**config.mk**
```make
export PLATFORM = sky130hd
export DESIGN_NAME = executor_dispatch_scheduler_top
export DESIGN_NICKNAME = d
export VERILOG_FILES = /design/src/rtl/core/eds_pkg.sv /design/src/rtl/core/eds_mod.sv /design/src/rtl/core/eds_dp.sv /design/src/rtl/core/eds_ctrl.sv /design/src/rtl/core/executor_dispatch_scheduler_top.sv
export SDC_FILE = /design/constraint.sdc
export NUM_CORES = 1
export LEC_CHECK = 0
export BUFFER_PORTS_ARGS = -buffer_cell sky130_fd_sc_hd__buf_2
export CORE_MARGIN = 4
export CORE_UTILIZATION = 50
export CTS_BUF_LIST = sky130_fd_sc_hd__clkbuf_8
export CTS_CLUSTER_SIZE = 30
export DETAILED_ROUTE_END_ITERATION = 16
export PLACE_DENSITY = 0.71
export SYNTH_ARGS = -nofsm -noshare
export SYNTH_HDL_FRONTEND = slang
export SYNTH_SLANG_ARGS = --single-unit
```
**constraint.sdc**
```tcl
create_clock -name clk -period 11.2 [get_ports clk]
set_clock_uncertainty 0.15 [all_clocks]
set_input_delay 2.24 -clock clk [delete_from_list [all_inputs] [get_ports clk]]
set_output_delay 2.24 -clock clk [all_outputs]
set_load 0.05 [all_outputs]
```
**src/rtl/core/eds_pkg.sv**
```systemverilog
// Shared types and constants for the executor dispatch scheduler.
package eds_pkg;

  // Default number of node table entries; the scan never looks past SCAN_MAX.
  localparam int NODES_DEF = 16;
  localparam int SCAN_MAX  = 16;

  // Configuration port.
  localparam int CFG_W     = 7;
  localparam int CFG_IDX_W = 1;
  localparam logic [CFG_IDX_W-1:0] CFG_NODE_COUNT = 1'b0;
  localparam logic [CFG_IDX_W-1:0] CFG_IO_THREADS = 1'b1;

  localparam logic [4:0]  NODE_COUNT_RST = 5'd0;
  localparam logic [6:0]  IO_THREADS_RST = 7'd1;
  localparam logic [6:0]  THREAD_MAX     = 7'd64;
  localparam logic [31:0] RNG_SEED       = 32'd1;

  // Item function codes.
  localparam logic FUNC_UPDATE   = 1'b0;
  localparam logic FUNC_DISPATCH = 1'b1;

  typedef struct packed {
    logic       func;
    logic [3:0] node_index;
    logic [7:0] free_executors;
    logic [7:0] request_count;
    logic       source_valid;
    logic [3:0] source_node;
    logic       wants_reply;
  } in_item_t;

  typedef struct packed {
    logic [3:0] target_node;
    logic [7:0] assigned_count;
    logic [5:0] io_thread;
    logic       failed;
    logic       last;
  } out_item_t;

  // Controller to datapath commands.
  typedef struct packed {
    logic accept;
    logic scan_step;
    logic set_single;
    logic rng_node;
    logic set_pick;
    logic rng_thread;
    logic deal_step;
    logic seek_clr;
    logic seek_step;
    logic set_batch;
    logic emit_ok;
    logic emit_fail;
  } dp_cmd_t;

  // Datapath to controller status.
  typedef struct packed {
    logic scan_done;
    logic req_gt1;
    logic max_ge_req;
    logic total_ge_req;
    logic max_nz;
    logic nodes_nz;
    logic reply;
    logic deal_done;
    logic mod_done;
    logic emit_hit;
    logic last;
  } dp_sts_t;

endpackage

```
**src/rtl/core/eds_mod.sv**
```systemverilog
// Multi-cycle 32-bit by 7-bit remainder unit, four dividend bits per cycle.
module eds_mod (
  input  logic        clk,
  input  logic        rst_n,
  input  logic        start,
  input  logic [31:0] dividend,
  input  logic [6:0]  divisor,
  output logic        done,
  output logic [6:0]  result
);

  localparam int BITS_PER_STEP = 4;
  localparam int STEPS         = 32 / BITS_PER_STEP;
  localparam int CNT_W         = $clog2(STEPS);

  logic [31:0]      dvd_r;
  logic [6:0]       dsr_r;
  logic [6:0]       rem_r;
  logic [6:0]       rem_nxt;
  logic [CNT_W-1:0] cnt_r;
  logic             act_r;
  logic             done_r;

  // Restoring steps: remainder stays below the divisor, so 8 bits cover a shift.
  always_comb begin
    logic [7:0] acc;
    acc = {1'b0, rem_r};
    for (int k = 0; k < BITS_PER_STEP; k++) begin
      acc = {acc[6:0], dvd_r[31-k]};
      if (acc >= {1'b0, dsr_r}) begin
        acc = acc - {1'b0, dsr_r};
      end
    end
    rem_nxt = acc[6:0];
  end

  always_ff @(posedge clk) begin
    if (!rst_n) begin
      act_r  <= 1'b0;
      done_r <= 1'b0;
      cnt_r  <= '0;
    end else begin
      done_r <= 1'b0;
      if (start) begin
        act_r <= 1'b1;
        cnt_r <= '0;
      end else if (act_r) begin
        cnt_r <= cnt_r + 1'b1;
        if (cnt_r == CNT_W'(STEPS - 1)) begin
          act_r  <= 1'b0;
          done_r <= 1'b1;
        end
      end
    end
  end

  always_ff @(posedge clk) begin
    if (start) begin
      dvd_r <= dividend;
      dsr_r <= divisor;
      rem_r <= '0;
    end else if (act_r) begin
      dvd_r <= {dvd_r[31-BITS_PER_STEP:0], {BITS_PER_STEP{1'b0}}};
      rem_r <= rem_nxt;
    end
  end

  assign done   = done_r;
  assign result = rem_r;

endmodule

```
**src/rtl/core/eds_dp.sv**
```systemverilog
// Datapath: node table, scan accumulators, dealing counters, random word, result register.
module eds_dp #(
  parameter int NODES = eds_pkg::NODES_DEF
) (
  input  logic                               clk,
  input  logic                               rst_n,
  input  eds_pkg::in_item_t                  in_item,
  input  logic                               cfg_we,
  input  logic [eds_pkg::CFG_IDX_W-1:0]      cfg_idx,
  input  logic [eds_pkg::CFG_W-1:0]          cfg_wdata,
  input  eds_pkg::dp_cmd_t                   cmd,
  output eds_pkg::dp_sts_t                   sts,
  output logic                               out_strobe,
  output eds_pkg::out_item_t                 out_item
);

  localparam int TBL   = (NODES < eds_pkg::SCAN_MAX) ? NODES : eds_pkg::SCAN_MAX;
  localparam int IW    = (TBL > 1) ? $clog2(TBL) : 1;
  localparam int CNT_W = $clog2(TBL + 1);

  function automatic logic [31:0] xorshift(input logic [31:0] x);
    logic [31:0] y;
    y = x ^ (x << 13);
    y = y ^ (y >> 17);
    y = y ^ (y << 5);
    return y;
  endfunction

  // Configuration and persistent state.
  logic [4:0]  node_count_r;
  logic [6:0]  io_threads_r;
  logic [31:0] rng_r;
  logic [31:0] rng_nxt;
  logic [7:0]  table_r [TBL];

  // Latched dispatch item.
  logic [7:0]  req_r;
  logic        src_on_r;
  logic [3:0]  src_r;
  logic        reply_r;

  // Scan and dealing state.
  logic [CNT_W-1:0] idx_r;
  logic [CNT_W-1:0] ptr_r;
  logic [7:0]       dealt_r;
  logic [7:0]       max_r;
  logic [IW-1:0]    max_idx_r;
  logic [11:0]      total_r;
  logic [7:0]       rem_r  [TBL];
  logic [7:0]       load_r [TBL];

  // Pending result.
  logic [3:0] tgt_r;
  logic [7:0] cnt_r;
  logic       last_r;
  logic       out_strobe_r;
  eds_pkg::out_item_t out_r;

  logic [CNT_W-1:0] n_eff;
  logic [6:0]       thr_eff;
  logic [6:0]       mod_dsr;
  logic             mod_start;
  logic             mod_done;
  logic [6:0]       mod_res;
  logic [7:0]       cur_f;
  logic             cur_excl;
  logic [IW-1:0]    deal_j;
  logic             any_above;

  assign n_eff   = (node_count_r > 5'(TBL)) ? CNT_W'(TBL) : CNT_W'(node_count_r);
  assign thr_eff = (io_threads_r > eds_pkg::THREAD_MAX) ? eds_pkg::THREAD_MAX : io_threads_r;
  assign rng_nxt = xorshift(rng_r);

  assign cur_f    = table_r[idx_r[IW-1:0]];
  assign cur_excl = src_on_r && (int'(src_r) == int'(idx_r));

  // Next node with free executors left, searching cyclically from the deal pointer.
  always_comb begin
    logic [IW-1:0] hi_j;
    logic [IW-1:0] lo_j;
    logic          hi_found;
    hi_j     = '0;
    lo_j     = '0;
    hi_found = 1'b0;
    for (int i = TBL - 1; i >= 0; i--) begin
      if (rem_r[i] != 8'd0) begin
        lo_j = IW'(i);
        if (i >= int'(ptr_r)) begin
          hi_j     = IW'(i);
          hi_found = 1'b1;
        end
      end
    end
    deal_j = hi_found ? hi_j : lo_j;
  end

  // Any loaded node beyond the seek pointer.
  always_comb begin
    any_above = 1'b0;
    for (int i = 0; i < TBL; i++) begin
      if (i > int'(idx_r) && load_r[i] != 8'd0) begin
        any_above = 1'b1;
      end
    end
  end

  assign mod_start = cmd.rng_node || cmd.rng_thread;
  assign mod_dsr   = cmd.rng_node ? 7'(n_eff) :
                     ((thr_eff == 7'd0) ? 7'd1 : thr_eff);

  eds_mod u_mod (
    .clk      (clk),
    .rst_n    (rst_n),
    .start    (mod_start),
    .dividend (rng_nxt),
    .divisor  (mod_dsr),
    .done     (mod_done),
    .result   (mod_res)
  );

  // Control state, configuration, node table and random word.
  always_ff @(posedge clk) begin
    if (!rst_n) begin
      node_count_r <= eds_pkg::NODE_COUNT_RST;
      io_threads_r <= eds_pkg::IO_THREADS_RST;
      rng_r        <= eds_pkg::RNG_SEED;
      out_strobe_r <= 1'b0;
      for (int i = 0; i < TBL; i++) begin
        table_r[i] <= 8'd0;
      end
    end else begin
      if (cfg_we) begin
        unique case (cfg_idx)
          eds_pkg::CFG_NODE_COUNT: node_count_r <= cfg_wdata[4:0];
          eds_pkg::CFG_IO_THREADS: io_threads_r <= cfg_wdata[6:0];
          default: ;
        endcase
      end
      if (cmd.accept && in_item.func == eds_pkg::FUNC_UPDATE &&
          {1'b0, in_item.node_index} < 5'(TBL)) begin
        table_r[in_item.node_index[IW-1:0]] <= in_item.free_executors;
      end
      if (mod_start) begin
        rng_r <= rng_nxt;
      end
      out_strobe_r <= cmd.emit_ok || cmd.emit_fail;
    end
  end

  // Per-dispatch working registers.
  always_ff @(posedge clk) begin
    if (cmd.accept) begin
      req_r    <= in_item.request_count;
      src_on_r <= in_item.source_valid;
      src_r    <= in_item.source_node;
      reply_r  <= in_item.wants_reply;
      idx_r    <= '0;
      ptr_r    <= '0;
      dealt_r  <= 8'd0;
      max_r    <= 8'd0;
      max_idx_r <= '0;
      total_r  <= 12'd0;
      for (int i = 0; i < TBL; i++) begin
        rem_r[i]  <= 8'd0;
        load_r[i] <= 8'd0;
      end
    end
    if (cmd.scan_step) begin
      idx_r <= idx_r + 1'b1;
      if (!cur_excl) begin
        total_r <= total_r + 12'(cur_f);
        rem_r[idx_r[IW-1:0]] <= cur_f;
        if (cur_f > max_r) begin
          max_r     <= cur_f;
          max_idx_r <= idx_r[IW-1:0];
        end
      end
    end
    if (cmd.deal_step) begin
      load_r[deal_j] <= load_r[deal_j] + 8'd1;
      rem_r[deal_j]  <= rem_r[deal_j] - 8'd1;
      ptr_r          <= CNT_W'(deal_j) + 1'b1;
      dealt_r        <= dealt_r + 8'd1;
    end
    if (cmd.seek_clr) begin
      idx_r <= '0;
    end
    if (cmd.seek_step || cmd.set_batch) begin
      idx_r <= idx_r + 1'b1;
    end
    if (cmd.set_single) begin
      tgt_r  <= 4'(max_idx_r);
      cnt_r  <= req_r;
      last_r <= 1'b1;
    end
    if (cmd.set_pick) begin
      tgt_r  <= mod_res[3:0];
      cnt_r  <= req_r;
      last_r <= 1'b1;
    end
    if (cmd.set_batch) begin
      tgt_r  <= 4'(idx_r);
      cnt_r  <= load_r[idx_r[IW-1:0]];
      last_r <= !any_above;
    end
    if (cmd.emit_ok) begin
      out_r.target_node    <= tgt_r;
      out_r.assigned_count <= cnt_r;
      out_r.io_thread      <= (thr_eff == 7'd0) ? 6'd0 : mod_res[5:0];
      out_r.failed         <= 1'b0;
      out_r.last           <= last_r;
    end
    if (cmd.emit_fail) begin
      out_r.target_node    <= 4'd0;
      out_r.assigned_count <= 8'd0;
      out_r.io_thread      <= 6'd0;
      out_r.failed         <= 1'b1;
      out_r.last           <= 1'b1;
    end
  end

  always_comb begin
    sts.scan_done    = (idx_r >= n_eff);
    sts.req_gt1      = (req_r > 8'd1);
    sts.max_ge_req   = (max_r >= req_r);
    sts.total_ge_req = (total_r >= {4'd0, req_r});
    sts.max_nz       = (max_r != 8'd0);
    sts.nodes_nz     = (n_eff != '0);
    sts.reply        = reply_r;
    sts.deal_done    = (dealt_r == req_r);
    sts.mod_done     = mod_done;
    sts.emit_hit     = (load_r[idx_r[IW-1:0]] != 8'd0);
    sts.last         = last_r;
  end

  assign out_strobe = out_strobe_r;
  assign out_item   = out_r;

endmodule

```
**src/rtl/core/eds_ctrl.sv**
```systemverilog
// Controller: sequences scan, decision, dealing and result emission.
module eds_ctrl (
  input  logic             clk,
  input  logic             rst_n,
  input  logic             start,
  input  logic             in_func,
  input  eds_pkg::dp_sts_t sts,
  output eds_pkg::dp_cmd_t cmd,
  output logic             busy
);

  typedef enum logic [7:0] {
    ST_IDLE   = 8'b0000_0001,
    ST_SCAN   = 8'b0000_0010,
    ST_DECIDE = 8'b0000_0100,
    ST_PMOD   = 8'b0000_1000,
    ST_DRAW   = 8'b0001_0000,
    ST_TMOD   = 8'b0010_0000,
    ST_DEAL   = 8'b0100_0000,
    ST_SEEK   = 8'b1000_0000
  } state_t;

  state_t state_r;
  state_t state_nxt;

  always_comb begin
    state_nxt = state_r;
    cmd       = '0;
    unique case (state_r)
      ST_IDLE: begin
        if (start) begin
          cmd.accept = 1'b1;
          if (in_func == eds_pkg::FUNC_DISPATCH) begin
            state_nxt = ST_SCAN;
          end
        end
      end
      ST_SCAN: begin
        if (sts.scan_done) begin
          state_nxt = ST_DECIDE;
        end else begin
          cmd.scan_step = 1'b1;
        end
      end
      ST_DECIDE: begin
        if (sts.req_gt1) begin
          if (sts.max_ge_req) begin
            cmd.set_single = 1'b1;
            state_nxt      = ST_DRAW;
          end else if (sts.total_ge_req) begin
            state_nxt = ST_DEAL;
          end else begin
            cmd.emit_fail = sts.reply;
            state_nxt     = ST_IDLE;
          end
        end else begin
          if (sts.max_nz) begin
            cmd.set_single = 1'b1;
            state_nxt      = ST_DRAW;
          end else if (sts.nodes_nz) begin
            cmd.rng_node = 1'b1;
            state_nxt    = ST_PMOD;
          end else begin
            cmd.emit_fail = sts.reply;
            state_nxt     = ST_IDLE;
          end
        end
      end
      ST_PMOD: begin
        if (sts.mod_done) begin
          cmd.set_pick = 1'b1;
          state_nxt    = ST_DRAW;
        end
      end
      ST_DRAW: begin
        cmd.rng_thread = 1'b1;
        state_nxt      = ST_TMOD;
      end
      ST_TMOD: begin
        if (sts.mod_done) begin
          cmd.emit_ok = 1'b1;
          state_nxt   = sts.last ? ST_IDLE : ST_SEEK;
        end
      end
      ST_DEAL: begin
        if (sts.deal_done) begin
          cmd.seek_clr = 1'b1;
          state_nxt    = ST_SEEK;
        end else begin
          cmd.deal_step = 1'b1;
        end
      end
      ST_SEEK: begin
        if (sts.emit_hit) begin
          cmd.set_batch = 1'b1;
          state_nxt     = ST_DRAW;
        end else begin
          cmd.seek_step = 1'b1;
        end
      end
      default: state_nxt = ST_IDLE;
    endcase
  end

  always_ff @(posedge clk) begin
    if (!rst_n) begin
      state_r <= ST_IDLE;
    end else begin
      state_r <= state_nxt;
    end
  end

  assign busy = (state_r != ST_IDLE);

endmodule

```
**src/rtl/core/executor_dispatch_scheduler_top.sv**
```systemverilog
// Top level of the executor dispatch scheduler: controller plus datapath.
//
// Usage: drive in_item and pulse start while busy is low; the item is taken
// at that edge. func update writes one entry of the free executor table in
// that same cycle and busy stays low. func dispatch raises busy until the
// last result beat has been issued. Each result beat shows on out_item for
// one cycle with out_strobe high; out_item.last marks the final beat of a
// dispatch. A failed dispatch gives one beat with failed set, or none when
// no reply is wanted. The receiver cannot stall: every beat must be taken.
// Configuration (cfg_we, cfg_idx, cfg_wdata) must be written while busy
// is low; the block itself does not enforce this. Each dispatch, with n =
// configured nodes, runs accept, a scan of the n table entries plus a step
// to see the end, and a decision. A single result then takes a draw and a
// pass through the remainder unit (8 steps of 4 bits); a random node pick
// adds another pass. A batch deals one request per cycle, then walks the
// nodes one per cycle, pausing at each node with a share for its beat.
// Reset clears the table, sets the random word to 1, node_count to 0 and
// io_threads to 1; no clearing pass is needed.
module executor_dispatch_scheduler_top #(
  parameter int NODES = eds_pkg::NODES_DEF
) (
  input  logic                           clk,
  input  logic                           rst_n,
  input  logic                           start,
  output logic                           busy,
  input  eds_pkg::in_item_t              in_item,
  output logic                           out_strobe,
  output eds_pkg::out_item_t             out_item,
  input  logic                           cfg_we,
  input  logic [eds_pkg::CFG_IDX_W-1:0]  cfg_idx,
  input  logic [eds_pkg::CFG_W-1:0]      cfg_wdata
);

  eds_pkg::dp_cmd_t cmd;
  eds_pkg::dp_sts_t sts;

  // Sequence each dispatch; hold busy while any work is pending.
  eds_ctrl u_ctrl (
    .clk     (clk),
    .rst_n   (rst_n),
    .start   (start),
    .in_func (in_item.func),
    .sts     (sts),
    .cmd     (cmd),
    .busy    (busy)
  );

  // Table, scan accumulators, dealing counters and the result register.
  eds_dp #(
    .NODES (NODES)
  ) u_dp (
    .clk        (clk),
    .rst_n      (rst_n),
    .in_item    (in_item),
    .cfg_we     (cfg_we),
    .cfg_idx    (cfg_idx),
    .cfg_wdata  (cfg_wdata),
    .cmd        (cmd),
    .sts        (sts),
    .out_strobe (out_strobe),
    .out_item   (out_item)
  );

endmodule

```
==> results.json <==
{
  "clock.fmax_mhz": 106,
  "cts_max_path_buffers": 3,
  "grt_pass1_wl_mm": 132,
  "cts_hold_buffers": 0,
  "cts_resized": 0,
  "clk_pin_slew_ps": 60,
  "fin_crit_sh_pct": 84.4,
  "comb_power_share_pct": 44.9,
  "yosysTopAreaCell": "edfxtp_1",
  "start_util_pct": 50.5,
  "cts_sinks": 581,
  "synth.net_count": 2870,
  "routed_wl_mm": 86.6,
  "wl_per_cell_um": 23.3,
  "htreeDepth": 3,
  "antenna_found_initial": 10,
  "firstDrtPassIters": 6,
  "rows": 91,
  "synth_edf_count": 468,
  "syn2layout_area_growth_pct": 9.48,
  "dp_slack_ps": 1800,
  "drive_gt1_share_pct": 13.7,
  "grt.total_usage_pct": 25.4,
  "crit_start": "u_dp.u_mod.dsr_r[0]$_DFFE_PN_",
  "io_buffers": 60,
  "power.density_nw_per_um2": 250,
  "fin_setup_tns_ps": 0,
  "worst_pin_slew_ps": 1270,
  "startpoint_type": "register",
  "p_int_mw": 5.07,
  "finalSetupViolations": 0,
  "hold_class": "reg2reg",
  "worst_slack_ps": 1740,
  "busiest_layer": "met2",
  "route.detailed.drc": 0,
  "avgSynthCellArea_um2": 11.4,
  "clk_latency_ps": 700,
  "crit_path_end": "u_dp.u_mod.result[0]$_SDFFE_PN0P_",
  "cp.arrival_ps": 9880,
  "synth_commonest_cells": "edfxtp_1 (468), nor2_1 (311), nand2_1 (233)",
  "p_sw_mw": 3.49,
  "critPathRequiredTime_ps": 11620,
  "critical_path_peak_fanout": 12,
  "synth_cell_types": 91,
  "hpwlAfterDp_mm": 60.0,
  "outcome": "finished clean",
  "async_reset_ff_share_pct": 0,
  "max_slew_margin_pct": 14.7,
  "crit_type": "reg2reg",
  "use_met2_pct": 41.6,
  "syn_area_um2": 31200,
  "vdd_drop_max_uv": 254,
  "synth_most_common_cell": "edfxtp_1",
  "ff2ff_path_depth": 39,
  "first_iter_violations": 2427,
  "worst_setup_path_end_kind": "register",
  "swShare_pct": 40.8,
  "ys_seq_area_share_pct": 52.2,
  "crit_top_cell": "a21oi_1",
  "viasPerCell": 6.16,
  "ioPinCount": 61,
  "finalMaxSlewViolations": 0,
  "synth_top_area_share_pct": 45.0,
  "rsz0062_at_grt": "no",
  "globalRouteMet3Util_pct": 5.54,
  "cts_root_buffer": "clkbuf_8",
  "overflow": 0,
  "synth_cells": 2749,
  "cts_tree": "built",
  "fin_nets": 2920,
  "r2r-start": "u_dp.u_mod.dsr_r[0]$_DFFE_PN_",
  "r2r_setup_slack_ps": 1740,
  "grt_use_met1_pct": 33.7,
  "gp_congestion": 0.986,
  "num_vias": 22900,
  "clockPowerShare_pct": 21.9,
  "post-cts-setup-buffers": 0,
  "die_h_um": 258,
  "power_frac_seq_pct": 33.3,
  "finalHoldViolCount": 0,
  "cts-buffers-inserted": 96,
  "p_leak_nw": 12.8,
  "synth_area_leaders": "edfxtp_1 (45%), dfxtp_1 (7.2%), mux4_2 (6.1%), mux2i_1 (4.2%), nor2_1 (3.7%)",
  "ys_ff_latch": 581,
  "layout_min_cycle_time_ps": 9460,
  "cpPeakStageDelay_ps": 460,
  "r2r_end": "u_dp.u_mod.result[0]$_SDFFE_PN0P_",
  "nFillCells": 5245,
  "maxCapViolations": 0,
  "cp_slowest_cell": "nor2b_1",
  "synth_ff_type": "edfxtp_1",
  "grt_max_degree": 82,
  "die_w_um": 258,
  "ant_nets": 0,
  "yosysWarnings": 0,
  "fp.coreArea_um2": 61800,
  "dieArea_um2": 66500,
  "whs_ps": 300,
  "grt_pass1_vias": 22300
}
[cells by family after synthesis]
family	after synthesis	synth area share [%]
adders and majority gates	82	3.41
and+or+nand+nor	1000	15.6
buffers and inverters	213	2.99
AOI/OAI and AO/OA	472	9.79
DFF	581	52.2
xor gates and xnor gates	140	3.95
muxes	261	12.0
[worst min-delay path by stage]
stage,start,endpoint,slack [ps],depth (start not counted)
2_1_floorplan,u_dp.max_idx_r[0]$_DFF_P_,u_dp.max_idx_r[0]$_DFF_P_,290,2
3_3_place_gp,u_dp.max_idx_r[3]$_DFF_P_,u_dp.max_idx_r[3]$_DFF_P_,300,2
6_report,u_dp.tgt_r[2]$_DFFE_PP_,u_dp.out_item[18]$_SDFFE_PP0P_,300,2
5_1_grt,u_dp.tgt_r[2]$_DFFE_PP_,u_dp.out_item[18]$_SDFFE_PP0P_,330,2
4_1_cts,u_dp.tgt_r[2]$_DFFE_PP_,u_dp.out_item[18]$_SDFFE_PP0P_,310,2
3_5_place_dp,u_dp.max_idx_r[1]$_DFF_P_,u_dp.max_idx_r[1]$_DFF_P_,300,2
[power by group through the flow]
stage / Sequential (mW) / Combinational [mW] / Clock (mW)
after floorplan: 2.77 / 2.83 / 0
final: 2.85 / 3.84 / 1.87
after global placement: 2.87 / 3.72 / 0
after CTS: 2.84 / 3.80 / 1.89
after detailed placement: 2.88 / 3.78 / 0
after global routing: 2.87 / 4.11 / 2.00
[critical path: cells and delay by family, from the launching register on]
family	cells	cell delay, ps
DFF	1	440
muxes	4	1570
adders and majority gates	5	1590
buffers and inverters	2	290
and+or+nand+nor	5	1120
AOI/OAI and AO/OA	23	4150
[sequential cells by signal, summed over array words and instances (netlist names), 5 cells and up, named ones only]
| signal | cells |
|---|---|
| u_ctrl.state_r | 8 |
| u_dp.cnt_r | 8 |
| u_dp.dealt_r | 8 |
| u_dp.idx_r | 5 |
| u_dp.io_threads_r | 7 |
| u_dp.load_r | 128 |
| u_dp.max_r | 8 |
| u_dp.node_count_r | 5 |
| u_dp.out_item | 20 |
| u_dp.ptr_r | 5 |
| u_dp.rem_r | 128 |
| u_dp.req_r | 8 |
| u_dp.rng_r | 32 |
| u_dp.table_r | 128 |
| u_dp.total_r | 12 |
| u_dp.u_mod.dsr_r | 7 |
| u_dp.u_mod.dvd_r | 32 |
| u_dp.u_mod.result | 7 |
[layout make-up]
cell class	count	area [um^2]	share of cell area, %
Sequential cell	581	16300	47.7
Multi-Input combinational cell	1955	14100	41.1
Tap cell	837	1050	3.06
Inverter	66	250	0.732
Antenna cell	6	15.0	0.0439
Timing Repair Buffer	99	606	1.77
Clock buffer	102	1400	4.11
Clock inverter	73	489	1.43
[stage by stage]
stage | power [mW] | std cells | cell area, um^2 | util (%)
6_report | 8.56 | 3719 | 34200 | 55.3
5_1_grt | 8.98 | 3715 | 34200 | 55.3
2_1_floorplan | 5.60 | 2749 | 31200 | -
4_1_cts | 8.53 | 3713 | 34200 | 55.3
3_3_place_gp | 6.59 | 3538 | 32300 | 52.2
3_5_place_dp | 6.66 | 3538 | 32300 | 52.2
[routing by layer]
layer	part of all wire, %	vias to the layer above
li1	-	10300
met1	41	11300
met2	47	1079
met3	8.5	220
met4	3.4	8
met5	0.059	-
[layout by cell type, fill, tap and decap left out, types with 20 or more instances in the layout]
| cell | count |
|---|---|
| a21oi_1 | 115 |
| and2_1 | 150 |
| nand3_1 | 89 |
| nand2b_1 | 20 |
| nor2b_1 | 23 |
| mux2_2 | 42 |
| nand2_1 | 232 |
| mux4_2 | 85 |
| buf_2 | 60 |
| mux2i_1 | 131 |
| clkbuf_8 | 102 |
| nor2_1 | 310 |
| dfxtp_1 | 111 |
| a21o_1 | 35 |
| edfxtp_1 | 468 |
| nor3_1 | 22 |
| o21ai_0 | 107 |
| inv_1 | 98 |
| xor2_1 | 54 |
| or3_1 | 20 |
| o22ai_1 | 38 |
| xnor2_1 | 83 |
| ha_1 | 77 |
| a21boi_0 | 29 |
| a211oi_1 | 34 |
| buf_4 | 38 |
| nor4_1 | 61 |
(Power assumes the default switching activity.)
